--- src/rtl/alf_pkg.sv ---
// shared types, constants and tables for the adc to lux float encoder
package alf_pkg;

  // saturation and float packing constants
  localparam logic [7:0]  SAT_HIGH_BYTE = 8'd112;
  localparam logic [15:0] SAT_LUX       = 16'hFFFF;
  localparam logic [3:0]  EXP_START     = 4'd7;
  localparam logic [15:0] MANT_MAX      = 16'h07FF;
  localparam logic [3:0]  SEG_LAST      = 4'd14;
  localparam logic [3:0]  SEG_FINE      = 4'd11;
  localparam logic [3:0]  SEG_LOW_TERM  = 4'd7;

  // divider operand select codes
  localparam logic [1:0] DIV_OP_INTERP = 2'd0;
  localparam logic [1:0] DIV_OP_LOW    = 2'd1;
  localparam logic [1:0] DIV_OP_THR    = 2'd2;

  // commands from the controller to the datapath
  typedef struct packed {
    logic       load;
    logic       walk_step;
    logic       set_sat;
    logic       div_start;
    logic [1:0] div_op;
    logic       add_interp;
    logic       add_low;
    logic       mant_init;
    logic       norm_step;
    logic       finish;
  } dp_cmd_t;

  // status from the datapath to the controller
  typedef struct packed {
    logic sat;
    logic walk_more;
    logic seg_low;
    logic div_busy;
    logic mant_big;
    logic out_free;
  } dp_stat_t;

  // breakpoint table of the high byte
  function automatic logic [7:0] brk(input logic [3:0] idx);
    logic [7:0] v;
    case (idx)
      4'd0:    v = 8'd0;
      4'd1:    v = 8'd9;
      4'd2:    v = 8'd17;
      4'd3:    v = 8'd27;
      4'd4:    v = 8'd40;
      4'd5:    v = 8'd53;
      4'd6:    v = 8'd66;
      4'd7:    v = 8'd79;
      4'd8:    v = 8'd88;
      4'd9:    v = 8'd96;
      4'd10:   v = 8'd101;
      4'd11:   v = 8'd106;
      4'd12:   v = 8'd109;
      4'd13:   v = 8'd112;
      default: v = 8'd255;
    endcase
    return v;
  endfunction

  // relative change divisor, selectors above four act as four
  function automatic logic [6:0] step_div(input logic [2:0] sel);
    logic [6:0] v;
    case (sel)
      3'd0:    v = 7'd100;
      3'd1:    v = 7'd20;
      3'd2:    v = 7'd10;
      3'd3:    v = 7'd5;
      default: v = 7'd3;
    endcase
    return v;
  endfunction

endpackage

--- src/rtl/alf_if.sv ---
// valid/ready channel interfaces of the encoder

// conversion input channel
interface alf_in_if;
  logic       valid;
  logic       ready;
  logic [7:0] adc_high;
  logic [7:0] adc_low;
  modport source (output valid, adc_high, adc_low, input ready);
  modport sink (input valid, adc_high, adc_low, output ready);
endinterface

// result channel
interface alf_out_if;
  logic        valid;
  logic        ready;
  logic [15:0] lux_value;
  logic [15:0] float_code;
  logic        object_updated;
  logic        send_now;
  modport source (output valid, lux_value, float_code, object_updated, send_now,
                  input ready);
  modport sink (input valid, lux_value, float_code, object_updated, send_now,
                output ready);
endinterface

// configuration write channel
interface alf_cfg_if;
  logic       valid;
  logic       ready;
  logic [2:0] change_step_select;
  modport source (output valid, change_step_select, input ready);
  modport sink (input valid, change_step_select, output ready);
endinterface

--- src/rtl/adc_to_lux_float_encoder_unit.sv ---
// top level of the adc to lux float encoder
//
// in_ch carries one light-sensor conversion (adc_high, adc_low) per transfer.
// out_ch returns exactly one result per conversion: lux_value, float_code,
// object_updated and send_now. cfg_ch writes change_step_select (always ready);
// write it only while no conversion is in flight.
// From transfer in to posting the result, an item goes through a segment walk
// over the breakpoint table, then up to three runs of the shared bit-serial
// divider (interpolation, low-byte term for the lower octaves, change
// threshold), the mantissa normalization overlapping the last division, and
// the posting step. A saturated high byte skips the walk and the first two
// divisions. One conversion is worked on at a time; in_ch.ready is high only
// when the controller is idle, in the cycle after posting, so a new conversion
// is not taken before the last one is posted.
// The result sits in an output register, so the next conversion is taken and
// computed while a result waits; if the receiver still stalls when the next
// result is ready, the controller holds it until the register is free.
// A synchronous active-low reset clears the last sent value and the selector
// to zero and empties the output register.
module adc_to_lux_float_encoder_unit (
  input  logic      clk,
  input  logic      rst_n,
  alf_in_if.sink    in_ch,
  alf_out_if.source out_ch,
  alf_cfg_if.sink   cfg_ch
);

  alf_pkg::dp_cmd_t  cmd;
  alf_pkg::dp_stat_t stat;
  logic              in_ready;

  assign in_ch.ready = in_ready;

  alf_ctrl u_ctrl (
    .clk      (clk),
    .rst_n    (rst_n),
    .in_valid (in_ch.valid),
    .in_ready (in_ready),
    .stat     (stat),
    .cmd      (cmd)
  );

  alf_dp u_dp (
    .clk      (clk),
    .rst_n    (rst_n),
    .adc_high (in_ch.adc_high),
    .adc_low  (in_ch.adc_low),
    .cmd      (cmd),
    .stat     (stat),
    .cfg_ch   (cfg_ch),
    .out_ch   (out_ch)
  );

endmodule

--- src/rtl/alf_div.sv ---
// restoring divider, 16-bit dividend by 7-bit divisor, one bit per cycle
module alf_div (
  input  logic        clk,
  input  logic        rst_n,
  input  logic        start,
  input  logic [15:0] dividend,
  input  logic [6:0]  divisor,
  output logic        busy,
  output logic [15:0] quotient
);

  logic        busy_r, busy_nxt;
  logic [3:0]  cnt_r, cnt_nxt;
  logic [6:0]  rem_r, rem_nxt;
  logic [15:0] quo_r, quo_nxt;
  logic [6:0]  dsr_r, dsr_nxt;
  logic [7:0]  trial;
  logic        ge;

  // one trial subtraction per cycle
  assign trial = {rem_r, quo_r[15]};
  assign ge    = trial >= {1'b0, dsr_r};

  always_comb begin
    busy_nxt = busy_r;
    cnt_nxt  = cnt_r;
    rem_nxt  = rem_r;
    quo_nxt  = quo_r;
    dsr_nxt  = dsr_r;
    if (start) begin
      busy_nxt = 1'b1;
      cnt_nxt  = 4'd15;
      rem_nxt  = 7'd0;
      quo_nxt  = dividend;
      dsr_nxt  = divisor;
    end else if (busy_r) begin
      rem_nxt = ge ? 7'(trial - {1'b0, dsr_r}) : trial[6:0];
      quo_nxt = {quo_r[14:0], ge};
      cnt_nxt = cnt_r - 4'd1;
      if (cnt_r == 4'd0) begin
        busy_nxt = 1'b0;
      end
    end
  end

  always_ff @(posedge clk) begin
    if (!rst_n) begin
      busy_r <= 1'b0;
      cnt_r  <= 4'd0;
    end else begin
      busy_r <= busy_nxt;
      cnt_r  <= cnt_nxt;
    end
    rem_r <= rem_nxt;
    quo_r <= quo_nxt;
    dsr_r <= dsr_nxt;
  end

  assign busy     = busy_r;
  assign quotient = quo_r;

endmodule

--- src/rtl/alf_dp.sv ---
// datapath: segment walk, interpolation, float packing, send-on-change, output register
module alf_dp (
  input  logic              clk,
  input  logic              rst_n,
  input  logic [7:0]        adc_high,
  input  logic [7:0]        adc_low,
  input  alf_pkg::dp_cmd_t  cmd,
  output alf_pkg::dp_stat_t stat,
  alf_cfg_if.sink           cfg_ch,
  alf_out_if.source         out_ch
);

  logic [7:0]  hi_r, lo_r;
  logic [3:0]  seg_r, seg_nxt;
  logic [15:0] lux_r, lux_nxt;
  logic [15:0] mant_r, mant_nxt;
  logic [3:0]  exp_r, exp_nxt;
  logic [15:0] last_r, last_nxt;
  logic [2:0]  sel_r;
  logic        out_valid_r, out_valid_nxt;
  logic [15:0] out_lux_r, out_code_r;
  logic        out_upd_r, out_send_r;

  logic [7:0]  bp_lo, bp_hi;
  logic [3:0]  delta;
  logic [7:0]  rest;
  logic [3:0]  sh;
  logic [15:0] dvd;
  logic [6:0]  dsr;
  logic        div_busy;
  logic [15:0] quo;
  logic [15:0] base;
  logic [15:0] thr, diff;
  logic        send;

  // segment bounds around the current octave
  assign bp_lo = alf_pkg::brk(4'(seg_r - 4'd1));
  assign bp_hi = alf_pkg::brk(seg_r);
  assign delta = 4'(bp_hi - bp_lo);
  assign rest  = hi_r - bp_lo;
  assign sh    = (seg_r < alf_pkg::SEG_FINE) ? 4'(seg_r + 4'd2) : 4'(seg_r - 4'd2);

  // divider operand selection
  always_comb begin
    case (cmd.div_op)
      alf_pkg::DIV_OP_INTERP: begin
        dvd = {8'd0, rest} << sh;
        dsr = {3'd0, delta};
      end
      alf_pkg::DIV_OP_LOW: begin
        dvd = {8'd0, lo_r} << 4'(seg_r + 4'd2);
        dsr = {3'd0, delta};
      end
      alf_pkg::DIV_OP_THR: begin
        dvd = last_r;
        dsr = alf_pkg::step_div(sel_r);
      end
      default: begin
        dvd = last_r;
        dsr = alf_pkg::step_div(sel_r);
      end
    endcase
  end

  alf_div u_div (
    .clk      (clk),
    .rst_n    (rst_n),
    .start    (cmd.div_start),
    .dividend (dvd),
    .divisor  (dsr),
    .busy     (div_busy),
    .quotient (quo)
  );

  // octave base value, the first segment starts at zero
  assign base = (seg_r == 4'd1) ? 16'd0 : (16'd2 << seg_r);

  // send-on-change decision from the threshold quotient
  assign thr  = (quo == 16'd0) ? 16'd1 : quo;
  assign diff = (lux_r > last_r) ? 16'(lux_r - last_r) : 16'(last_r - lux_r);
  assign send = (sel_r != 3'd0) && (diff >= thr);

  always_comb begin
    seg_nxt       = seg_r;
    lux_nxt       = lux_r;
    mant_nxt      = mant_r;
    exp_nxt       = exp_r;
    last_nxt      = last_r;
    out_valid_nxt = out_valid_r;
    if (out_ch.ready) begin
      out_valid_nxt = 1'b0;
    end
    if (cmd.load) begin
      seg_nxt = 4'd0;
    end
    if (cmd.walk_step) begin
      seg_nxt = 4'(seg_r + 4'd1);
    end
    if (cmd.set_sat) begin
      lux_nxt = alf_pkg::SAT_LUX;
    end
    if (cmd.add_interp) begin
      lux_nxt = (seg_r < alf_pkg::SEG_FINE) ? 16'(base + quo) : 16'(base + (quo << 4));
    end
    if (cmd.add_low) begin
      lux_nxt = 16'(lux_r + (quo >> 8));
    end
    // scale by one half plus one quarter plus one thirty-second
    if (cmd.mant_init) begin
      mant_nxt = 16'({1'b0, lux_r[15:1]} + {2'b0, lux_r[15:2]} + {5'b0, lux_r[15:5]});
      exp_nxt  = alf_pkg::EXP_START;
    end
    if (cmd.norm_step) begin
      mant_nxt = mant_r >> 1;
      exp_nxt  = 4'(exp_r + 4'd1);
    end
    if (cmd.finish) begin
      out_valid_nxt = 1'b1;
      if (send) begin
        last_nxt = lux_r;
      end
    end
  end

  // control registers
  always_ff @(posedge clk) begin
    if (!rst_n) begin
      last_r      <= 16'd0;
      sel_r       <= 3'd0;
      out_valid_r <= 1'b0;
    end else begin
      last_r      <= last_nxt;
      out_valid_r <= out_valid_nxt;
      if (cfg_ch.valid) begin
        sel_r <= cfg_ch.change_step_select;
      end
    end
  end

  // working and result registers
  always_ff @(posedge clk) begin
    if (cmd.load) begin
      hi_r <= adc_high;
      lo_r <= adc_low;
    end
    seg_r  <= seg_nxt;
    lux_r  <= lux_nxt;
    mant_r <= mant_nxt;
    exp_r  <= exp_nxt;
    if (cmd.finish) begin
      out_lux_r  <= lux_r;
      out_code_r <= {1'b0, exp_r, mant_r[10:0]};
      out_upd_r  <= lux_r != last_r;
      out_send_r <= send;
    end
  end

  assign cfg_ch.ready = 1'b1;

  assign out_ch.valid          = out_valid_r;
  assign out_ch.lux_value      = out_lux_r;
  assign out_ch.float_code     = out_code_r;
  assign out_ch.object_updated = out_upd_r;
  assign out_ch.send_now       = out_send_r;

  assign stat.sat       = hi_r >= alf_pkg::SAT_HIGH_BYTE;
  assign stat.walk_more = (seg_r < alf_pkg::SEG_LAST) && (hi_r >= bp_hi);
  assign stat.seg_low   = seg_r < alf_pkg::SEG_LOW_TERM;
  assign stat.div_busy  = div_busy;
  assign stat.mant_big  = mant_r > alf_pkg::MANT_MAX;
  assign stat.out_free  = !out_valid_r || out_ch.ready;

`ifndef ASSERT_OFF
  // a result is never written over one that has not been taken
  a_no_overwrite: assert property (@(posedge clk) disable iff (!rst_n)
    cmd.finish |-> (!out_valid_r || out_ch.ready))
    else $error("result register overwritten before transfer");

  // the divider is only started when idle
  a_div_idle: assert property (@(posedge clk) disable iff (!rst_n)
    cmd.div_start |-> !div_busy)
    else $error("divider started while busy");

  // normalization only shifts an oversized mantissa
  a_norm_needed: assert property (@(posedge clk) disable iff (!rst_n)
    cmd.norm_step |-> (mant_r > alf_pkg::MANT_MAX))
    else $error("normalization step on a fitting mantissa");

  // a posted result is marked valid and carries no sign
  a_code_form: assert property (@(posedge clk) disable iff (!rst_n)
    cmd.finish |=> (out_valid_r && !out_code_r[15]))
    else $error("posted float code malformed");
`endif

endmodule

--- src/rtl/alf_ctrl.sv ---
// controller state machine sequencing the encoder datapath
module alf_ctrl (
  input  logic              clk,
  input  logic              rst_n,
  input  logic              in_valid,
  output logic              in_ready,
  input  alf_pkg::dp_stat_t stat,
  output alf_pkg::dp_cmd_t  cmd
);

  localparam logic [2:0] S_IDLE = 3'd0;
  localparam logic [2:0] S_WALK = 3'd1;
  localparam logic [2:0] S_DIV1 = 3'd2;
  localparam logic [2:0] S_DIV2 = 3'd3;
  localparam logic [2:0] S_THR  = 3'd4;
  localparam logic [2:0] S_DIVT = 3'd5;
  localparam logic [2:0] S_OUT  = 3'd6;

  logic [2:0] state_r, state_nxt;

  assign in_ready = state_r == S_IDLE;

  // next state and command decode
  always_comb begin
    state_nxt = state_r;
    cmd       = '0;
    cmd.div_op = alf_pkg::DIV_OP_INTERP;
    case (state_r)
      S_IDLE: begin
        if (in_valid) begin
          cmd.load  = 1'b1;
          state_nxt = S_WALK;
        end
      end
      S_WALK: begin
        if (stat.sat) begin
          cmd.set_sat = 1'b1;
          state_nxt   = S_THR;
        end else if (stat.walk_more) begin
          cmd.walk_step = 1'b1;
        end else begin
          cmd.div_start = 1'b1;
          cmd.div_op    = alf_pkg::DIV_OP_INTERP;
          state_nxt     = S_DIV1;
        end
      end
      S_DIV1: begin
        if (!stat.div_busy) begin
          cmd.add_interp = 1'b1;
          if (stat.seg_low) begin
            cmd.div_start = 1'b1;
            cmd.div_op    = alf_pkg::DIV_OP_LOW;
            state_nxt     = S_DIV2;
          end else begin
            state_nxt = S_THR;
          end
        end
      end
      S_DIV2: begin
        if (!stat.div_busy) begin
          cmd.add_low = 1'b1;
          state_nxt   = S_THR;
        end
      end
      S_THR: begin
        cmd.div_start = 1'b1;
        cmd.div_op    = alf_pkg::DIV_OP_THR;
        cmd.mant_init = 1'b1;
        state_nxt     = S_DIVT;
      end
      // normalization runs alongside the threshold division
      S_DIVT: begin
        cmd.norm_step = stat.mant_big;
        if (!stat.div_busy && !stat.mant_big) begin
          state_nxt = S_OUT;
        end
      end
      S_OUT: begin
        if (stat.out_free) begin
          cmd.finish = 1'b1;
          state_nxt  = S_IDLE;
        end
      end
      default: begin
        state_nxt = S_IDLE;
      end
    endcase
  end

  always_ff @(posedge clk) begin
    if (!rst_n) begin
      state_r <= S_IDLE;
    end else begin
      state_r <= state_nxt;
    end
  end

`ifndef ASSERT_OFF
  // a transfer in always starts the segment walk
  a_load_walk: assert property (@(posedge clk) disable iff (!rst_n)
    (in_valid && in_ready) |=> (state_r == S_WALK))
    else $error("accepted conversion did not start the walk");

  // the result is posted only from the output state
  a_finish_state: assert property (@(posedge clk) disable iff (!rst_n)
    cmd.finish |-> (state_r == S_OUT && stat.out_free))
    else $error("result posted outside the output state");

  // the state register only holds defined codes
  a_state_legal: assert property (@(posedge clk) disable iff (!rst_n)
    state_r <= S_OUT)
    else $error("controller in an undefined state");
`endif

endmodule

--- src/flat_wrapper.sv ---
// flat-port wrapper written by rule: the top's interface ports become plain ports
module adc_to_lux_float_encoder_unit_flat 
  (clk, rst_n, in_ch_valid, in_ch_adc_high, in_ch_adc_low, in_ch_ready, out_ch_valid, out_ch_lux_value, out_ch_float_code, out_ch_object_updated, out_ch_send_now, out_ch_ready, cfg_ch_valid, cfg_ch_change_step_select, cfg_ch_ready);
  alf_in_if in_ch_i ();
  alf_out_if out_ch_i ();
  alf_cfg_if cfg_ch_i ();
  input  logic clk;
  input  logic rst_n;
  input wire logic [$bits(in_ch_i.valid)-1:0] in_ch_valid;
  input wire logic [$bits(in_ch_i.adc_high)-1:0] in_ch_adc_high;
  input wire logic [$bits(in_ch_i.adc_low)-1:0] in_ch_adc_low;
  output wire logic [$bits(in_ch_i.ready)-1:0] in_ch_ready;
  output wire logic [$bits(out_ch_i.valid)-1:0] out_ch_valid;
  output wire logic [$bits(out_ch_i.lux_value)-1:0] out_ch_lux_value;
  output wire logic [$bits(out_ch_i.float_code)-1:0] out_ch_float_code;
  output wire logic [$bits(out_ch_i.object_updated)-1:0] out_ch_object_updated;
  output wire logic [$bits(out_ch_i.send_now)-1:0] out_ch_send_now;
  input wire logic [$bits(out_ch_i.ready)-1:0] out_ch_ready;
  input wire logic [$bits(cfg_ch_i.valid)-1:0] cfg_ch_valid;
  input wire logic [$bits(cfg_ch_i.change_step_select)-1:0] cfg_ch_change_step_select;
  output wire logic [$bits(cfg_ch_i.ready)-1:0] cfg_ch_ready;
  assign in_ch_i.valid = in_ch_valid;
  assign in_ch_i.adc_high = in_ch_adc_high;
  assign in_ch_i.adc_low = in_ch_adc_low;
  assign in_ch_ready = in_ch_i.ready;
  assign out_ch_valid = out_ch_i.valid;
  assign out_ch_lux_value = out_ch_i.lux_value;
  assign out_ch_float_code = out_ch_i.float_code;
  assign out_ch_object_updated = out_ch_i.object_updated;
  assign out_ch_send_now = out_ch_i.send_now;
  assign out_ch_i.ready = out_ch_ready;
  assign cfg_ch_i.valid = cfg_ch_valid;
  assign cfg_ch_i.change_step_select = cfg_ch_change_step_select;
  assign cfg_ch_ready = cfg_ch_i.ready;
  adc_to_lux_float_encoder_unit u_core (.clk(clk), .rst_n(rst_n), .in_ch(in_ch_i), .out_ch(out_ch_i), .cfg_ch(cfg_ch_i));
endmodule
--- config.mk ---
export PLATFORM = sky130hd
export DESIGN_NAME = adc_to_lux_float_encoder_unit_flat
export DESIGN_NICKNAME = d
export VERILOG_FILES = /design/src/rtl/alf_pkg.sv /design/src/rtl/alf_if.sv /design/src/rtl/adc_to_lux_float_encoder_unit.sv /design/src/rtl/alf_div.sv /design/src/rtl/alf_dp.sv /design/src/rtl/alf_ctrl.sv /design/src/flat_wrapper.sv
export SDC_FILE = /design/constraint.sdc
export NUM_CORES = 1
export LEC_CHECK = 0
export CORE_ASPECT_RATIO = 2
export CORE_MARGIN = 5
export CORE_UTILIZATION = 55
export CTS_BUF_LIST = sky130_fd_sc_hd__clkbuf_16
export CTS_CLUSTER_DIAMETER = 60
export DETAILED_ROUTE_END_ITERATION = 16
export DONT_BUFFER_PORTS = 1
export PLACE_DENSITY = 0.78
export SYNTH_ARGS = -nofsm -noshare
export SYNTH_HDL_FRONTEND = slang
export SYNTH_SLANG_ARGS = --single-unit
--- constraint.sdc ---
create_clock -name clk -period 10.5 [get_ports clk]
set_input_delay 3.15 -clock clk [delete_from_list [all_inputs] [get_ports clk]]
set_output_delay 3.15 -clock clk [all_outputs]
set_load 0.1 [all_outputs]
After elaboration in Yosys (flattened, before gate mapping) --
Memories as Yosys holds them, arrays and structs flattened. A register that Yosys moved wholly into a read port is not among the register bits. Cells that the tools add are included.
Cells by class: add/sub/neg operators 16, multiply operators 0, div/mod/pow operators 0, $lt $le $gt $ge 9, eq/ne operators 18, shift-type cells 3, muxes and demuxes 55, bitwise logic cells 0, reductions and logical operators 21
Operators by type and width (count):
- 16-bit 2-to-1 mux | 9
- 4-bit 2-to-1 mux | 10
- 3-bit 2-to-1 mux | 11
- 16-bit adder | 2
- 16-bit one-hot mux with 2 select lines | 1
- 8-bit by 4-bit << shifter with 16-bit output | 2
- 16-bit subtractor | 2
- 15-bit 2-to-1 mux | 2
- 7-bit one-hot mux with 4 select lines | 1
- 3-bit one-hot mux with 7 select lines | 1
- 1-bit 2-to-1 mux | 17
- 15-bit by 14-bit adder with 16-bit output | 1
- 16-bit by 11-bit adder with 16-bit output | 1
- 16-bit by 8-bit adder with 16-bit output | 1
- 16-bit greater-or-equal comparator | 1
- 16-bit by 11-bit > comparator with 1-bit output, second input constant | 1
- 16-bit > comparator | 1
- 16-bit zero test | 1
- 16-bit != test | 1
- 2-bit by 4-bit << shifter with 16-bit output, first input constant | 1
- 3-bit by 2-bit equality test with 1-bit output, second input constant | 4
- 3-bit equality test, second input constant | 3
- 3-bit one-hot mux with 3 select lines | 1
- 4-bit by 1-bit adder with 4-bit output, second input constant | 2
- 30 further kinds | 45
Word-level totals: register bits after elaboration 147, latch bits 0, bits in writable memories 0, bits in read-only memories 256, input bits 24, output and inout bits 37, logic and storage cells 145, memories kept 2
Memories:
- (name not given) | words 16, width 8, rd ports 1, clocked after memory_dff 1, write ports 0, line alf_pkg.sv:45 | case (idx)
- (name not given) | words 16, width 8, rd ports 1, clocked after memory_dff 0, write ports 0, line alf_pkg.sv:45

Depth between registers and ports, before layout --
word-level depth 8, mapped depth 23, depth with buffers taken out 21

Hierarchy --
A second synthesis with hierarchy kept.
Unflattened totals: cell total of the unflattened synthesis 1428, area total of the unflattened synthesis 13356.6 um^2
Modules (own cells, without submodules):
- alf_dp | times used 1, cells an instance 1208, area each 11055.6 um^2, sequential area each 3223.1 um^2
- alf_div | times used 1, cells an instance 171, area each 1950.6 um^2, sequential area each 930.9 um^2
- alf_ctrl | times used 1, cells an instance 49, area each 350.3 um^2, sequential area each 60.1 um^2

Least setup slack after synthesis --
No wires, ideal clock.
kind reg-to-output, start register u_core.u_ctrl.state_r[1], end output port in_ch_ready, arrival 2.606 ns, data required time 7.350 ns, slack 4.744 ns, stages on the path, launching flop included 3, path buffers 1, cells stage by stage dfxtp_1 > clkbuf_1 > nor3_1
On the way: cells in the longest elaborated chain, start to end 1
Ends and longest elaborated chain:
- start: declaration | line alf_ctrl.sv:19 | logic [2:0] state_r, state_nxt;
- start signal: assignment | line alf_ctrl.sv:94 | state_r <= state_nxt;
- 3-bit zero test | line alf_ctrl.sv:21 | assign in_ready = state_r == S_IDLE;
- end: declaration | line flat_wrapper.sv:12 | output wire logic [$bits(in_ch_i.ready)-1:0] in_ch_ready;
Every way passes these cells.

Final worst setup path --
start register u_core.u_dp.lux_r[0], end register u_core.u_dp.last_r[5]
On the way: cells in the longest elaborated chain, start to end 5, elaborated cells between the ends (all ways) 7, classes of those cells add/sub: 2; order compare: 2; mux: 1; reduce/logical: 2
Ends and longest elaborated chain:
- start: declaration | line alf_dp.sv:15 | logic [15:0] lux_r, lux_nxt;
- start signal: assignment | line alf_dp.sv:147 | lux_r <= lux_nxt;
- 16-bit subtractor or 16-bit > comparator (tied branches) | line alf_dp.sv:80 | assign diff = (lux_r > last_r) ? 16'(lux_r - last_r) : 16'(last_r - lux_r);
- 16-bit 2-to-1 mux (*) | line alf_dp.sv:80
- 16-bit greater-or-equal comparator (*) | line alf_dp.sv:81 | assign send = (sel_r != 3'd0) && (diff >= thr);
- 1-bit logical AND (*) | line alf_dp.sv:81
- 2-bit AND reduction (no source line) (*)
- end signal: assignment | line alf_dp.sv:132 | last_r <= last_nxt;
- end: declaration | line alf_dp.sv:18 | logic [15:0] last_r, last_nxt;
Every way passes the cells marked *; elsewhere a longest branch is shown, timed or not. A chain may end at the register's enable or synchronous reset.

==> key figures <==
Synth
  • Synth Flop Type: edfxtp_1
  • Part of the Yosys area used for sequential elements: 32.7%
  • Netlist cell types: 81
  • Post-synth EDFFs: 110
  • Yosys warning count: 0
  • Ys async rst share: 0%
  • #FFs+latches synth: 154
  • Synth Cell Area: 0.0128 mm^2
  • Syn Area/Cell: 8.98 um^2
  • Synthesized instance count: 1426

Pwr
  • Sw Share: 48.5%
  • Clock power share: 14.1%
  • Comb pwr share: 61.3%
  • Max IR drop VDD: 0.365 mV
  • Pwr dens: 328 mW/mm^2
  • Flop pwr share: 24.6%
  • P_leak: 0.00575 uW
  • P_int: 2320 uW
  • Switch Pwr: 2190 uW

Timing
  • Actual slew at the worst max-slew pin: 1.15 ns
  • Fmax achieved: 178 MHz
  • Final Setup Violations: 0
  • Final min period: 5.63 ns
  • RSZ-0062 raised after global routing: no
  • Clock skew: 0.0102 ns
  • Pins Over Slew Limit: 0
  • Final hold viol count: 0
  • Crit share post-route: 53.6%
  • Setup TNS: 0 ns
  • Max_slew headroom: 23.0%

Die
  • Core ar.: 0.0231 mm^2
  • # IOs: 61
  • Die height: 226 um
  • Starting Density: 55.4%
  • # rows: 79
  • Die X: 118 um
  • Die Area: 0.0266 mm^2

Placement
  • GP Congestion: 1.05
  • DP HPWL: 29300 um
  • Port Buffer Count: 0
  • Placed cell count: 1676

CTS
  • Root buf cell: clkbuf_16
  • Clk slew on worst S/H paths: 0.07 ns
  • Clk sinks: 154
  • Clock Latency Late Sink: 0.46 ns
  • Postcts setup bufs: 0
  • CTS buffer count: 17
  • Post-CTS Hold Buffers: 0
  • H-tree levels: 4
  • CTS Buffer Depth: 2
  • Post_cts resized: 0
  • CTS tree: yes

Detailed routing
  • Via/cell ratio: 6.37
  • Final wirelength: 36900 um
  • DRC: 0
  • Vias after detailed routing: 10900
  • Avg WL per Cell: 21.6 um
  • Antenna-violating nets left: 0
  • Number of DRC markers in iteration 0: 881
  • DRT Pass-1 Iters: 6

Worst hold path
  • Min-Delay Path Class: reg -> reg
  • HP Start: u_core.u_dp.mant_r[0]$_DFFE_PP_

Critical path
  • Worst Setup End Kind: flop
  • WP data required: 10.83 ns
  • Worst r2r src: u_core.u_dp.lux_r[0]$_DFFE_PP_
  • CP Max Fanout: 30
  • Crit start category: flop
  • Crit path DAT: 5.96 ns
  • Worst setup path startpoint: u_core.u_dp.lux_r[0]$_DFFE_PP_
  • WS Path Type: reg -> reg
  • Worst R2R Setup Slack: 4.87 ns

Final layout
  • N_diodes: 0
  • Share of layout cells above drive strength 1: 6.04%
  • Layout Cells excl Fill: 1708
  • Area delta synth->final: 7.32%
  • NumNets Final: 1602
  • Register area: 0.00418 mm^2
  • Multi-input logic area: 0.00797 mm^2
  • # fillers: 2009

Global routing
  • Initial antenna violation count: 0
  • Pin count of the biggest net entering global routing: 45
  • GR Util All Layers: 27.7%
  • Vias in the first global route: 11100
  • Grt total ovfl: 0
  • First-pass GRT wire length: 57500 um

Status
  • Status: complete, no violations

Flow run
  • Maxcap violations: 0
-- path summary, 6_finish.rpt --
path	end	cells past startpoint
hold reg to reg	u_core.u_dp.out_ch.float_code[0]$_DFFE_PP_	0
setup reg to reg	u_core.u_dp.last_r[5]$_SDFFE_PN0P_	21
hold / removal	u_core.u_dp.out_ch.float_code[0]$_DFFE_PP_	0
setup / recovery	u_core.u_dp.last_r[5]$_SDFFE_PN0P_	21
-- cell usage after synthesis, drive strengths merged (4+ instances only) --
| cell type | n | share of area [%] |
|---|---|---|
| o21a | 14 | 0.82 |
| o21ai | 89 | 3.6 |
| a31o | 4 | 0.27 |
| o311a | 4 | 0.31 |
| a22oi | 8 | 0.47 |
| nor3 | 32 | 1.3 |
| o221a | 4 | 0.35 |
| and2 | 22 | 1.1 |
| a21oi | 94 | 3.7 |
| fa | 20 | 3.1 |
| nand2 | 119 | 3.5 |
| inv | 120 | 3.5 |
| nor2b | 25 | 1.2 |
| a222oi | 9 | 0.70 |
| o221ai | 4 | 0.27 |
| ha | 146 | 14 |
| nor3b | 6 | 0.35 |
| nor2 | 113 | 3.3 |
| nand3 | 44 | 1.7 |
| dfxtp | 44 | 6.9 |
| o31ai | 8 | 0.47 |
| o22ai | 6 | 0.29 |
| and3 | 11 | 0.54 |
| or3 | 12 | 0.59 |
| or2 | 6 | 0.29 |
| clkbuf | 47 | 1.4 |
| nand4 | 6 | 0.29 |
| mux2i | 38 | 3.0 |
| o211a | 5 | 0.39 |
| edfxtp | 110 | 26 |
| xnor2 | 46 | 3.1 |
| buf | 10 | 0.41 |
| mux2 | 7 | 0.62 |
| a211oi | 19 | 1.1 |
| a31oi | 15 | 0.73 |
| o311ai | 4 | 0.27 |
| a21boi | 18 | 1.1 |
| nand2b | 15 | 0.73 |
| nor4 | 5 | 0.24 |
| o211ai | 4 | 0.23 |
| a21o | 29 | 1.7 |
| xor2 | 29 | 2.0 |
| a221oi | 7 | 0.58 |
-- metal layers --
metal  wire length [um]  part of all wire (%)  up-vias  global-route usage, %
li1                   -                     -     5128                      -
met1              11900                    32     5105                   25.0
met2              19000                    52      456                   50.1
met3               1750                   4.7      192                   4.99
met4               4230                    11        0                   27.4
met5                  0                     0        -                      0
-- per-stage QoR --
step / worst slack, ns / power (uW) / cell area, um^2 / hold slack (ns) / util [%]
floorplan: 4.74 / 3070 / 12800 / 0.400 / -
CTS: 5.00 / 4480 / 13700 / 0.436 / 59.4
finish: 4.87 / 4500 / 13700 / 0.440 / 59.4
global placement: 5.20 / 3760 / 13100 / 0.423 / 56.8
global route: 4.45 / 4840 / 13700 / 0.455 / 59.4
detailed placement: 5.08 / 3830 / 13100 / 0.420 / 56.8
-- critical path, cell delays in order, from the launching register on --
cell       delay (ns)
edfxtp_1         0.46
inv_1            0.09
ha_1             0.16
inv_1            0.06
fa_1             0.40
a21o_1           0.20
a221oi_2         0.54
a221oi_2         0.15
o21ai_4          0.70
nor3b_1          0.19
a2111oi_2        0.54
nor2_1           0.11
xnor2_1          0.15
ha_1             0.31
nand3_1          0.08
a211oi_1         0.33
nand2_1          0.09
o211ai_1         0.32
o311ai_2         0.14
buf_4            0.27
nand3_1          0.11
o21ai_0          0.09
-- cells by family after synthesis --
family,synth area share (%)
other cells,0.0587
xor+xnor,5.13
flops,32.7
compound gates,20.1
mux,3.76
fa+ha+maj,17.4
buf+inv,5.31
simple gates,15.6
-- power groups by stage --
stage	sequential (uW)	combinational (uW)	clock, uW
floorplan	1000	2070	0
global placement	1100	2650	0
detailed placement	1110	2720	0
CTS	1100	2740	639
global route	1120	3060	663
finish	1110	2760	634
-- cell usage in the layout, fill, tap and decap left out, drive strengths merged, types with 44 or more instances in the layout --
master	netlist	layout
edfxtp	110	110
xnor2	46	46
nor2	113	113
inv	120	130
nand3	44	44
nand2	119	119
o21ai	89	89
dfxtp	44	44
a21oi	94	94
ha	146	146
-- cell type report --
class | instances | share of cell area (%)
multi-input cells | 1097 | 58.0
clock buffers | 17 | 3.10
inverters | 120 | 3.28
flip-flops and latches | 154 | 30.4
clock inverters | 15 | 1.25
repair buffers | 22 | 1.33
well taps | 283 | 2.58
-- flip-flops by register name (all words and copies together) (netlist names), 4 cells and up --
name                           flops
u_core.u_dp.exp_r                  4
u_core.u_dp.out_ch.float_code     15
u_core.u_dp.u_div.quotient        16
u_core.u_dp.u_div.cnt_r            4
u_core.u_dp.u_div.rem_r            7
u_core.u_dp.bp_hi                  8
u_core.u_dp.lux_r                 16
u_core.u_dp.u_div.dsr_r            6
u_core.u_dp.seg_r                  4
u_core.u_dp.hi_r                   8
u_core.u_dp.lo_r                   8
u_core.u_dp.mant_r                16
u_core.u_dp.out_ch.lux_value      16
u_core.u_dp.last_r                16
(Power assumes the default switching activity.)
